File: src/rtl/dqr_pkg.sv
// ----------------------------------------------------------------------------
// dqr_pkg
// Shared constants, command and status codes, and the beat types passed
// between the front end, the command queue and the execution back end.
// ----------------------------------------------------------------------------
`default_nettype none

package dqr_pkg;

    localparam int unsigned DEPTH   = 16;
    localparam int unsigned IDX_W   = $clog2(DEPTH);
    localparam int unsigned CNT_W   = $clog2(DEPTH + 1);
    localparam int unsigned DATA_W  = 32;

    // Command queue between front and back; must be a power of two.
    localparam int unsigned Q_DEPTH = 2;
    localparam int unsigned Q_PTR_W = $clog2(Q_DEPTH);
    localparam int unsigned Q_CNT_W = $clog2(Q_DEPTH + 1);

    typedef enum logic [2:0] {
        CMD_PUSH_BACK  = 3'd0,
        CMD_PUSH_FRONT = 3'd1,
        CMD_DROP_LAST  = 3'd2,
        CMD_DROP_FIRST = 3'd3,
        CMD_REVERSE    = 3'd4,
        CMD_DUMP       = 3'd5
    } cmd_t;

    typedef enum logic [2:0] {
        OP_NOP     = 3'd0,
        OP_PUSH    = 3'd1,
        OP_DROP    = 3'd2,
        OP_REVERSE = 3'd3,
        OP_DUMP    = 3'd4
    } op_t;

    typedef enum logic [1:0] {
        ST_OK    = 2'd0,
        ST_FULL  = 2'd1,
        ST_EMPTY = 2'd2
    } status_t;

    // One classified command. at_front marks the logical-front variant
    // (push front, drop first).
    typedef struct packed {
        op_t                        op;
        logic                       at_front;
        logic signed [DATA_W-1:0]   value;
    } item_t;

    // Control side of one result beat.
    typedef struct packed {
        logic       valid;
        logic       has_data;
        status_t    status;
        logic       last;
    } res_ctl_t;

endpackage

`default_nettype wire

File: src/rtl/dqr_front.sv
// ----------------------------------------------------------------------------
// dqr_front
// Command intake: accept a command beat and classify it into a queue item.
// ----------------------------------------------------------------------------
`default_nettype none

module dqr_front (
    input  wire logic                               start,
    input  wire logic [2:0]                         cmd,
    input  wire logic signed [dqr_pkg::DATA_W-1:0]  value,
    input  wire logic                               q_full,
    output logic                                    busy,
    output logic                                    q_push,
    output dqr_pkg::item_t                          q_item
);

    assign busy   = q_full;
    assign q_push = start && !q_full;

    always_comb
    begin
        q_item.value    = value;
        q_item.at_front = 1'b0;
        q_item.op       = dqr_pkg::OP_NOP;
        case (cmd)
            dqr_pkg::CMD_PUSH_BACK:
            begin
                q_item.op = dqr_pkg::OP_PUSH;
            end
            dqr_pkg::CMD_PUSH_FRONT:
            begin
                q_item.op       = dqr_pkg::OP_PUSH;
                q_item.at_front = 1'b1;
            end
            dqr_pkg::CMD_DROP_LAST:
            begin
                q_item.op = dqr_pkg::OP_DROP;
            end
            dqr_pkg::CMD_DROP_FIRST:
            begin
                q_item.op       = dqr_pkg::OP_DROP;
                q_item.at_front = 1'b1;
            end
            dqr_pkg::CMD_REVERSE:
            begin
                q_item.op = dqr_pkg::OP_REVERSE;
            end
            dqr_pkg::CMD_DUMP:
            begin
                q_item.op = dqr_pkg::OP_DUMP;
            end
            default:
            begin
                q_item.op = dqr_pkg::OP_NOP;
            end
        endcase
    end

endmodule

`default_nettype wire

File: src/rtl/dqr_cmdq.sv
// ----------------------------------------------------------------------------
// dqr_cmdq
// Short FIFO of classified commands between the front end and the back end.
// ----------------------------------------------------------------------------
`default_nettype none

module dqr_cmdq (
    input  wire logic           clk,
    input  wire logic           rst_n,
    input  wire logic           push,
    input  wire dqr_pkg::item_t push_item,
    input  wire logic           pop,
    output logic                valid,
    output dqr_pkg::item_t      pop_item,
    output logic                full
);

    localparam int unsigned PTR_W = dqr_pkg::Q_PTR_W;
    localparam int unsigned CNT_W = dqr_pkg::Q_CNT_W;

    dqr_pkg::item_t     slot_reg [dqr_pkg::Q_DEPTH];
    logic [PTR_W-1:0]   wr_ptr_reg;
    logic [PTR_W-1:0]   wr_ptr_next;
    logic [PTR_W-1:0]   rd_ptr_reg;
    logic [PTR_W-1:0]   rd_ptr_next;
    logic [CNT_W-1:0]   cnt_reg;
    logic [CNT_W-1:0]   cnt_next;
    logic               do_push;
    logic               do_pop;

    assign valid    = (cnt_reg != '0);
    assign full     = (cnt_reg == CNT_W'(dqr_pkg::Q_DEPTH));
    assign pop_item = slot_reg[rd_ptr_reg];
    assign do_push  = push && !full;
    assign do_pop   = pop && valid;

    // Pointers wrap by overflow since the depth is a power of two.
    always_comb
    begin
        wr_ptr_next = do_push ? wr_ptr_reg + 1'b1 : wr_ptr_reg;
        rd_ptr_next = do_pop  ? rd_ptr_reg + 1'b1 : rd_ptr_reg;
        cnt_next    = cnt_reg;
        if (do_push && !do_pop)
        begin
            cnt_next = cnt_reg + 1'b1;
        end
        else if (do_pop && !do_push)
        begin
            cnt_next = cnt_reg - 1'b1;
        end
    end

    always_ff @(posedge clk or negedge rst_n)
    begin
        if (!rst_n)
        begin
            wr_ptr_reg <= '0;
            rd_ptr_reg <= '0;
            cnt_reg    <= '0;
        end
        else
        begin
            wr_ptr_reg <= wr_ptr_next;
            rd_ptr_reg <= rd_ptr_next;
            cnt_reg    <= cnt_next;
        end
    end

    always_ff @(posedge clk)
    begin
        if (do_push)
        begin
            slot_reg[wr_ptr_reg] <= push_item;
        end
    end

endmodule

`default_nettype wire

File: src/rtl/dqr_back.sv
// ----------------------------------------------------------------------------
// dqr_back
// Execution back end: circular word store with a reverse flag, executes
// queued commands and walks the store one word per cycle for a dump.
// ----------------------------------------------------------------------------
`default_nettype none

module dqr_back (
    input  wire logic                               clk,
    input  wire logic                               rst_n,
    input  wire logic                               q_valid,
    input  wire dqr_pkg::item_t                     q_item,
    output logic                                    q_pop,
    output dqr_pkg::res_ctl_t                       res_ctl,
    output logic signed [dqr_pkg::DATA_W-1:0]       res_data
);

    localparam int unsigned IDX_W  = dqr_pkg::IDX_W;
    localparam int unsigned CNT_W  = dqr_pkg::CNT_W;
    localparam int unsigned SUM_W  = CNT_W + 1;
    localparam int unsigned DATA_W = dqr_pkg::DATA_W;
    localparam logic [IDX_W-1:0] LAST_SLOT = IDX_W'(dqr_pkg::DEPTH - 1);
    localparam logic [CNT_W-1:0] FULL_CNT  = CNT_W'(dqr_pkg::DEPTH);
    localparam logic [SUM_W-1:0] DEPTH_S   = SUM_W'(dqr_pkg::DEPTH);

    typedef enum logic {
        S_RUN,
        S_DUMP
    } state_t;

    // base + off modulo DEPTH; base < DEPTH and off <= DEPTH keep the sum
    // below twice the depth, so one subtract wraps it.
    function automatic logic [IDX_W-1:0] wrap_add(input logic [IDX_W-1:0] base,
                                                  input logic [CNT_W-1:0] off);
        logic [SUM_W-1:0] sum;
        sum = SUM_W'(base) + SUM_W'(off);
        if (sum >= DEPTH_S)
        begin
            sum = sum - DEPTH_S;
        end
        return sum[IDX_W-1:0];
    endfunction

    function automatic logic [IDX_W-1:0] slot_inc(input logic [IDX_W-1:0] s);
        return (s == LAST_SLOT) ? '0 : s + 1'b1;
    endfunction

    function automatic logic [IDX_W-1:0] slot_dec(input logic [IDX_W-1:0] s);
        return (s == '0) ? LAST_SLOT : s - 1'b1;
    endfunction

    logic signed [DATA_W-1:0]   mem [dqr_pkg::DEPTH];
    logic signed [DATA_W-1:0]   rd_data_reg;

    state_t                     state_reg;
    state_t                     state_next;
    logic [IDX_W-1:0]           front_reg;
    logic [IDX_W-1:0]           front_next;
    logic [CNT_W-1:0]           count_reg;
    logic [CNT_W-1:0]           count_next;
    logic                       rev_reg;
    logic                       rev_next;
    logic [IDX_W-1:0]           dump_slot_reg;
    logic [IDX_W-1:0]           dump_slot_next;
    logic [CNT_W-1:0]           dump_left_reg;
    logic [CNT_W-1:0]           dump_left_next;
    logic                       dump_fwd_reg;
    logic                       dump_fwd_next;
    dqr_pkg::res_ctl_t          emit_reg;
    dqr_pkg::res_ctl_t          emit_next;

    logic                       mem_we;
    logic [IDX_W-1:0]           mem_waddr;
    logic                       is_full;
    logic                       is_empty;
    logic                       low_end;
    logic                       dump_last;

    assign is_full   = (count_reg == FULL_CNT);
    assign is_empty  = (count_reg == '0);
    // Physical low end: logical front in normal order, logical back reversed.
    assign low_end   = q_item.at_front ^ rev_reg;
    assign dump_last = (dump_left_reg == CNT_W'(1));

    always_comb
    begin
        state_next     = state_reg;
        front_next     = front_reg;
        count_next     = count_reg;
        rev_next       = rev_reg;
        dump_slot_next = dump_slot_reg;
        dump_left_next = dump_left_reg;
        dump_fwd_next  = dump_fwd_reg;
        emit_next      = '0;
        q_pop          = 1'b0;
        mem_we         = 1'b0;
        mem_waddr      = wrap_add(front_reg, count_reg);

        case (state_reg)
            S_RUN:
            begin
                if (q_valid)
                begin
                    q_pop            = 1'b1;
                    emit_next.valid  = 1'b1;
                    emit_next.last   = 1'b1;
                    emit_next.status = dqr_pkg::ST_OK;
                    case (q_item.op)
                        dqr_pkg::OP_PUSH:
                        begin
                            if (is_full)
                            begin
                                emit_next.status = dqr_pkg::ST_FULL;
                            end
                            else
                            begin
                                mem_we     = 1'b1;
                                count_next = count_reg + 1'b1;
                                if (low_end)
                                begin
                                    front_next = slot_dec(front_reg);
                                    mem_waddr  = slot_dec(front_reg);
                                end
                            end
                        end
                        dqr_pkg::OP_DROP:
                        begin
                            if (is_empty)
                            begin
                                emit_next.status = dqr_pkg::ST_EMPTY;
                            end
                            else
                            begin
                                count_next = count_reg - 1'b1;
                                if (low_end)
                                begin
                                    front_next = slot_inc(front_reg);
                                end
                            end
                        end
                        dqr_pkg::OP_REVERSE:
                        begin
                            rev_next = ~rev_reg;
                        end
                        dqr_pkg::OP_DUMP:
                        begin
                            // An empty dump answers with a lone marker beat.
                            if (!is_empty)
                            begin
                                emit_next      = '0;
                                state_next     = S_DUMP;
                                dump_left_next = count_reg;
                                dump_fwd_next  = ~rev_reg;
                                dump_slot_next = rev_reg
                                               ? wrap_add(front_reg, count_reg - 1'b1)
                                               : front_reg;
                            end
                        end
                        default:
                        begin
                        end
                    endcase
                end
            end
            S_DUMP:
            begin
                // Read data for this slot lands with the emitted beat.
                emit_next.valid    = 1'b1;
                emit_next.has_data = 1'b1;
                emit_next.status   = dqr_pkg::ST_OK;
                emit_next.last     = dump_last;
                dump_left_next     = dump_left_reg - 1'b1;
                dump_slot_next     = dump_fwd_reg ? slot_inc(dump_slot_reg)
                                                  : slot_dec(dump_slot_reg);
                if (dump_last)
                begin
                    state_next = S_RUN;
                end
            end
            default:
            begin
                state_next = S_RUN;
            end
        endcase
    end

    always_ff @(posedge clk or negedge rst_n)
    begin
        if (!rst_n)
        begin
            state_reg     <= S_RUN;
            front_reg     <= '0;
            count_reg     <= '0;
            rev_reg       <= 1'b0;
            dump_slot_reg <= '0;
            dump_left_reg <= '0;
            dump_fwd_reg  <= 1'b1;
            emit_reg      <= '0;
        end
        else
        begin
            state_reg     <= state_next;
            front_reg     <= front_next;
            count_reg     <= count_next;
            rev_reg       <= rev_next;
            dump_slot_reg <= dump_slot_next;
            dump_left_reg <= dump_left_next;
            dump_fwd_reg  <= dump_fwd_next;
            emit_reg      <= emit_next;
        end
    end

    always_ff @(posedge clk)
    begin
        if (mem_we)
        begin
            mem[mem_waddr] <= q_item.value;
        end
        rd_data_reg <= mem[dump_slot_reg];
    end

    assign res_ctl  = emit_reg;
    assign res_data = emit_reg.has_data ? rd_data_reg : '0;

endmodule

`default_nettype wire

File: src/rtl/deque_with_reverse.sv
// ----------------------------------------------------------------------------
// deque_with_reverse
// Bounded double-ended store of signed 32-bit words with O(1) reverse.
// ----------------------------------------------------------------------------
// Usage:
//   Command channel: drive cmd/value with start high; the beat is taken at
//   a rising edge where start is high and busy is low. busy rises only when
//   the two-entry command queue is full.
//   Result channel: one beat per cycle at most, marked by result_valid and
//   present for exactly one cycle; the receiver must take it, it cannot
//   stall. last marks the final beat of a command.
//   Push, drop, reverse and unused codes give one status beat. A dump gives
//   one beat per held word, front to back, or one marker beat when empty.
//   A command's first beat, when the back end is free, is registered in the
//   command queue, then in the result stage; a dump's first word also passes
//   the dump state. Throughput: one command per cycle for push/drop/reverse
//   outside a dump; a dump holds the back end to its last word (one store
//   read port, one word per cycle), while the queue takes commands until it fills.
//   Reset: empty store, normal order, queue empty, no beat pending. Store
//   words hold no reset value; only written words are ever read out.
// ----------------------------------------------------------------------------
`default_nettype none

module deque_with_reverse (
    input  wire logic                               clk,
    input  wire logic                               rst_n,
    input  wire logic                               start,
    output logic                                    busy,
    input  wire logic [2:0]                         cmd,
    input  wire logic signed [dqr_pkg::DATA_W-1:0]  value,
    output logic                                    result_valid,
    output logic signed [dqr_pkg::DATA_W-1:0]       data,
    output logic                                    has_data,
    output logic [1:0]                              status,
    output logic                                    last
);

    logic               q_push;
    dqr_pkg::item_t     q_in_item;
    logic               q_full;
    logic               q_valid;
    dqr_pkg::item_t     q_out_item;
    logic               q_pop;
    dqr_pkg::res_ctl_t  res_ctl;

    // Classify the incoming beat and hold busy while the queue is full.
    dqr_front u_front (
        .start  (start),
        .cmd    (cmd),
        .value  (value),
        .q_full (q_full),
        .busy   (busy),
        .q_push (q_push),
        .q_item (q_in_item)
    );

    // Decouple intake from execution so a long dump does not block intake.
    dqr_cmdq u_cmdq (
        .clk       (clk),
        .rst_n     (rst_n),
        .push      (q_push),
        .push_item (q_in_item),
        .pop       (q_pop),
        .valid     (q_valid),
        .pop_item  (q_out_item),
        .full      (q_full)
    );

    // Execute commands against the store; every result goes out through
    // one registered beat stage.
    dqr_back u_back (
        .clk      (clk),
        .rst_n    (rst_n),
        .q_valid  (q_valid),
        .q_item   (q_out_item),
        .q_pop    (q_pop),
        .res_ctl  (res_ctl),
        .res_data (data)
    );

    assign result_valid = res_ctl.valid;
    assign has_data     = res_ctl.has_data;
    assign status       = res_ctl.status;
    assign last         = res_ctl.last;

endmodule

`default_nettype wire

File: config.mk
export PLATFORM = sky130hd
export DESIGN_NAME = deque_with_reverse
export DESIGN_NICKNAME = d
export VERILOG_FILES = /design/src/rtl/dqr_pkg.sv /design/src/rtl/dqr_front.sv /design/src/rtl/dqr_cmdq.sv /design/src/rtl/dqr_back.sv /design/src/rtl/deque_with_reverse.sv
export SDC_FILE = /design/constraint.sdc
export NUM_CORES = 1
export LEC_CHECK = 0
export BUFFER_PORTS_ARGS = -buffer_cell sky130_fd_sc_hd__buf_2
export CAP_MARGIN = 20
export CORE_MARGIN = 2
export CORE_UTILIZATION = 45
export CTS_BUF_LIST = sky130_fd_sc_hd__clkbuf_8
export CTS_CLUSTER_DIAMETER = 150
export DETAILED_ROUTE_END_ITERATION = 16
export PLACE_DENSITY_LB_ADDON = 0.25
export SLEW_MARGIN = 0
export SYNTH_ARGS = -nofsm -noshare
export SYNTH_HDL_FRONTEND = slang
export SYNTH_SLANG_ARGS = --single-unit
export TNS_END_PERCENT = 30
File: constraint.sdc
create_clock -name clk -period 8.86 [get_ports clk]
set_input_delay 0.886 -clock clk [delete_from_list [all_inputs] [get_ports clk]]
set_output_delay 0.886 -clock clk [all_outputs]
set_load 0.005 [all_outputs]
==> metrics.md <==
| Metric | Value |
|---|---|
| Status | finished, final reports clean |
| Instance count on the critical path | 8 |
| Post-synth top area share | 0.7026 |
| Global-route met3 utilization | 0.03215 |
| Syn avg cell area | 21.55 um2 |
| Pint | 6477 uW |
| Via count | 11,563 |
| Worst Tran Pin Value | 1.096 ns |
| Buf/Inv on CP | 3 |
| Setup crit start kind | register |
| EDFF count, synth | 584 |
| Remaining Overflow, GRT | 0 |
| RSZ-0062 raised after global routing | false |
| Dpl hpwl | 28,690 um |
| R2R depth | 8 |
| Tot GR Track Use | 0.1803 |
| Initial antenna violation count | 0 |
| Synthesized instance count | 1,158 |
| Chip width | 239.5 um |
| Sw Ratio | 0.3109 |
| Area added between synthesis and finish | 13.84% |
| M2 GR Usage | 0.2957 |
| Post-Route WL | 50,070 um |
| Post-CTS Setup Inserts | 0 |
| Clock power frac | 0.256 |
| # rows | 86 |
| Max reg flops | 512 |
| Static leakage | 0.009489 uW |
| Slew Limit Fails | 0 |
| Async S/R FF share, synth | 0.04644 |
| Max frequency | 252.8 MHz |
| M1 GR Usage | 0.2457 |
| Predominant post-synthesis flop cell | edfxtp_1 |
| Sequential share of the synthesized area | 0.7584 |
| Yosys warns | 0 |
| Required time of the critical path | 9.19 ns |
| Share of cells above drive strength 1 | 0.3312 |
| I/O Buffers | 75 |
| Synthesized area | 24,960 um2 |
| Antenna viol nets, final | 0 |
| Clk buf depth | 3 |
| Die area | 57,370 um2 |
| Root Buffer | clkbuf_8 |
| Logic pwr share | 0.285 |
| Final Net Count | 1,372 |
| DRT iter0 DRCs | 870 |
| PD cells | 330.8 nW/um2 |
| I/O pin total | 76 |
| Area leader, netlist | edfxtp_1 |
| Count leader, synth | edfxtp_1 |
| Slowest-stage cell, CP | dfrtp_2 |
| N_diodes | 0 |
| First-pass GRT wire length | 75,380 um |
| Synth cell count leaders | edfxtp_1, mux4_2, and2_1, clkbuf_1, mux2_2 |
| Clk_lat worst skew | 0.67 ns |
| Cell Chain, Critical Path | buf_4, mux2i_1, xnor2_1, and3_1, o21ai_0, buf_2, nor2_4, buf_4 |
| Sw power | 2922 uW |
| Clock Skew | 0.02038 ns |
| Critical Path End Type | register |
| CP max FO | 28 |
| Total CTS buffers | 105 |
| Via density | 5.388 |
| Pre-antenna DRT Iters | 5 |
| Worst Hold Class | input pin to asynchronous set/reset pin |
| Setup WS post-layout | 4.904 ns |
| Max-slew headroom | 0.2691 |
| Drc violations | 0 |
| Worst VDD drop | 0.0001936 V |
| CTS tree | yes |
| Tcrit/Tclk final | 0.4465 |
| Drt wl/cell | 23.33 um |
| Clock slew at reported path FFs | 0.06 ns |
| Starting Density | 0.4539 |
| CTS H-Tree Depth | 3 |
| Dpl ws | 4.762 ns |
| Core box area | 54,990 um2 |
| # hold bufs at CTS | 0 |
| # resized after CTS | 0 |
| Die height | 239.5 um |
| Max Cap Violations | 0 |
| Cell family with most CP delay | buffers and inverters |
| Global route hottest layer | met2 |
| Synth cell types | 54 |
| Post-Syn Nets | 1,215 |
| Crit path time final | 3.956 ns |
| Pin count of the biggest net entering global routing | 69 |
| Flop pwr share | 0.459 |
| Largest cells by area after synthesis | edfxtp_1, mux4_2, dfrtp_1 |
| WS Path Type | register to register |
| Setup TNS | 0 ns |
| Vias in the first global route | 12,426 |
| Clock Sinks | 646 |
| Endpoints failing hold | 0 |
| Final Wtd Congestion | 0.7506 |
| Yosys reg bits | 646 |
| Endpoints failing setup | 0 |
| Crit path DAT | 4.29 ns |
| Cell mode on critical path | buf_4 |
| Slowest stage delay, CP | 0.65 ns |
## stage by stage
step | util | power, uW | cells | instance area (um2) | hold slack (ns)
after floorplan | - | 6183 | 1158 | 24960 | 0.3886
after global placement | 0.4792 | 7042 | 1949 | 26350 | 0.5294
after detailed placement | 0.4802 | 7113 | 1954 | 26400 | 0.5373
after CTS | 0.5159 | 9546 | 2144 | 28370 | 0.2559
after global routing | 0.5167 | 9901 | 2146 | 28410 | 0.3079
final | 0.5167 | 9399 | 2146 | 28410 | 0.2924
## path summary, 6_finish.rpt
check,startpoint,endpoint,slack (ns)
setup / recovery,u_cmdq.rd_ptr_reg$_DFFE_PN0P_,u_back.mem[4][7]$_DFFE_PP_,4.90
hold / removal,rst_n,u_back.dump_left_reg[0]$_DFFE_PN0P_,0.29
setup reg to reg,u_cmdq.rd_ptr_reg$_DFFE_PN0P_,u_back.mem[4][7]$_DFFE_PP_,4.90
hold reg to reg,u_cmdq.wr_ptr_reg$_DFFE_PN0P_,u_cmdq.wr_ptr_reg$_DFFE_PN0P_,0.55
max in group asynchronous,rst_n,u_back.dump_slot_reg[0]$_DFFE_PN0P_,7.99
min in group clk,value[22],u_cmdq.slot_reg[0][22]$_DFFE_PP_,0.40
## worst register-to-register path: cells and delay by family (launching register included)
kind,cells,cell delay (ns)
XOR/XNOR,1,0.57
AND/OR/NAND/NOR,2,0.72
flip-flops,1,0.65
multiplexers,1,0.27
buffers and inverters,3,1.17
AO/OA/AOI/OAI,1,0.23
## layout by cell type (no fill, tap or decap), types with 4 or more instances in the layout
cell type | Yosys | routed
nand2_1 | 11 | 11
and3_1 | 5 | 4
dfrtp_1 | 29 | 25
mux2_2 | 35 | 35
mux2i_1 | 18 | 18
a31oi_1 | 5 | 5
inv_1 | 13 | 52
dfxtp_1 | 32 | 32
nor2_1 | 33 | 16
o21ai_0 | 17 | 17
clkinvlp_4 | 0 | 4
clkinv_2 | 0 | 10
clkbuf_8 | 0 | 111
nor2_4 | 0 | 17
a21o_1 | 7 | 7
xnor2_1 | 16 | 16
bufinv_16 | 0 | 4
xor2_1 | 11 | 11
buf_2 | 8 | 78
clkinv_1 | 0 | 21
edfxtp_1 | 584 | 584
mux4_2 | 160 | 160
ha_1 | 17 | 17
buf_4 | 1 | 23
and2_1 | 35 | 35
a21oi_1 | 17 | 17
a22oi_1 | 4 | 4
nor3_1 | 12 | 12
## kinds of logic (layout without fill, tap and decap cells)
group | Yosys count | in the layout | share of synthesized area
multiplexers | 215 | 215 | 0.1686
AND/OR/NAND/NOR | 123 | 123 | 0.02747
adder cells (fa/ha/maj) | 19 | 19 | 0.01013
buffers and inverters | 69 | 309 | 0.01153
AO/OA/AOI/OAI | 59 | 59 | 0.01439
flip-flops | 646 | 646 | 0.7584
XOR/XNOR | 27 | 27 | 0.009474
## per-layer routing
metal / share of wire / routed length, um
met5: 0 / 0
met4: 0.020 / 1003
met3: 0.044 / 2191
met1: 0.44 / 22240
met2: 0.49 / 24630
## final cells by class
type,count,area [um2]
Tap cell,748,935.9
Sequential cell,646,18940
Fill cell,4391,26570
Clock buffer,111,1528
Multi-Input combinational cell,443,5871
Timing Repair Buffer,105,650.6
Clock inverter,79,436.7
Inverter,14,52.55
## power groups by stage
stage / clock network (uW) / logic [uW] / registers [uW]
finish: 2410 / 2680 / 4320
global route: 2620 / 2920 / 4360
CTS: 2480 / 2730 / 4330
detailed placement: 0 / 2730 / 4390
global placement: 0 / 2660 / 4380
floorplan: 0 / 2060 / 4130
(Power assumes the default switching activity.)
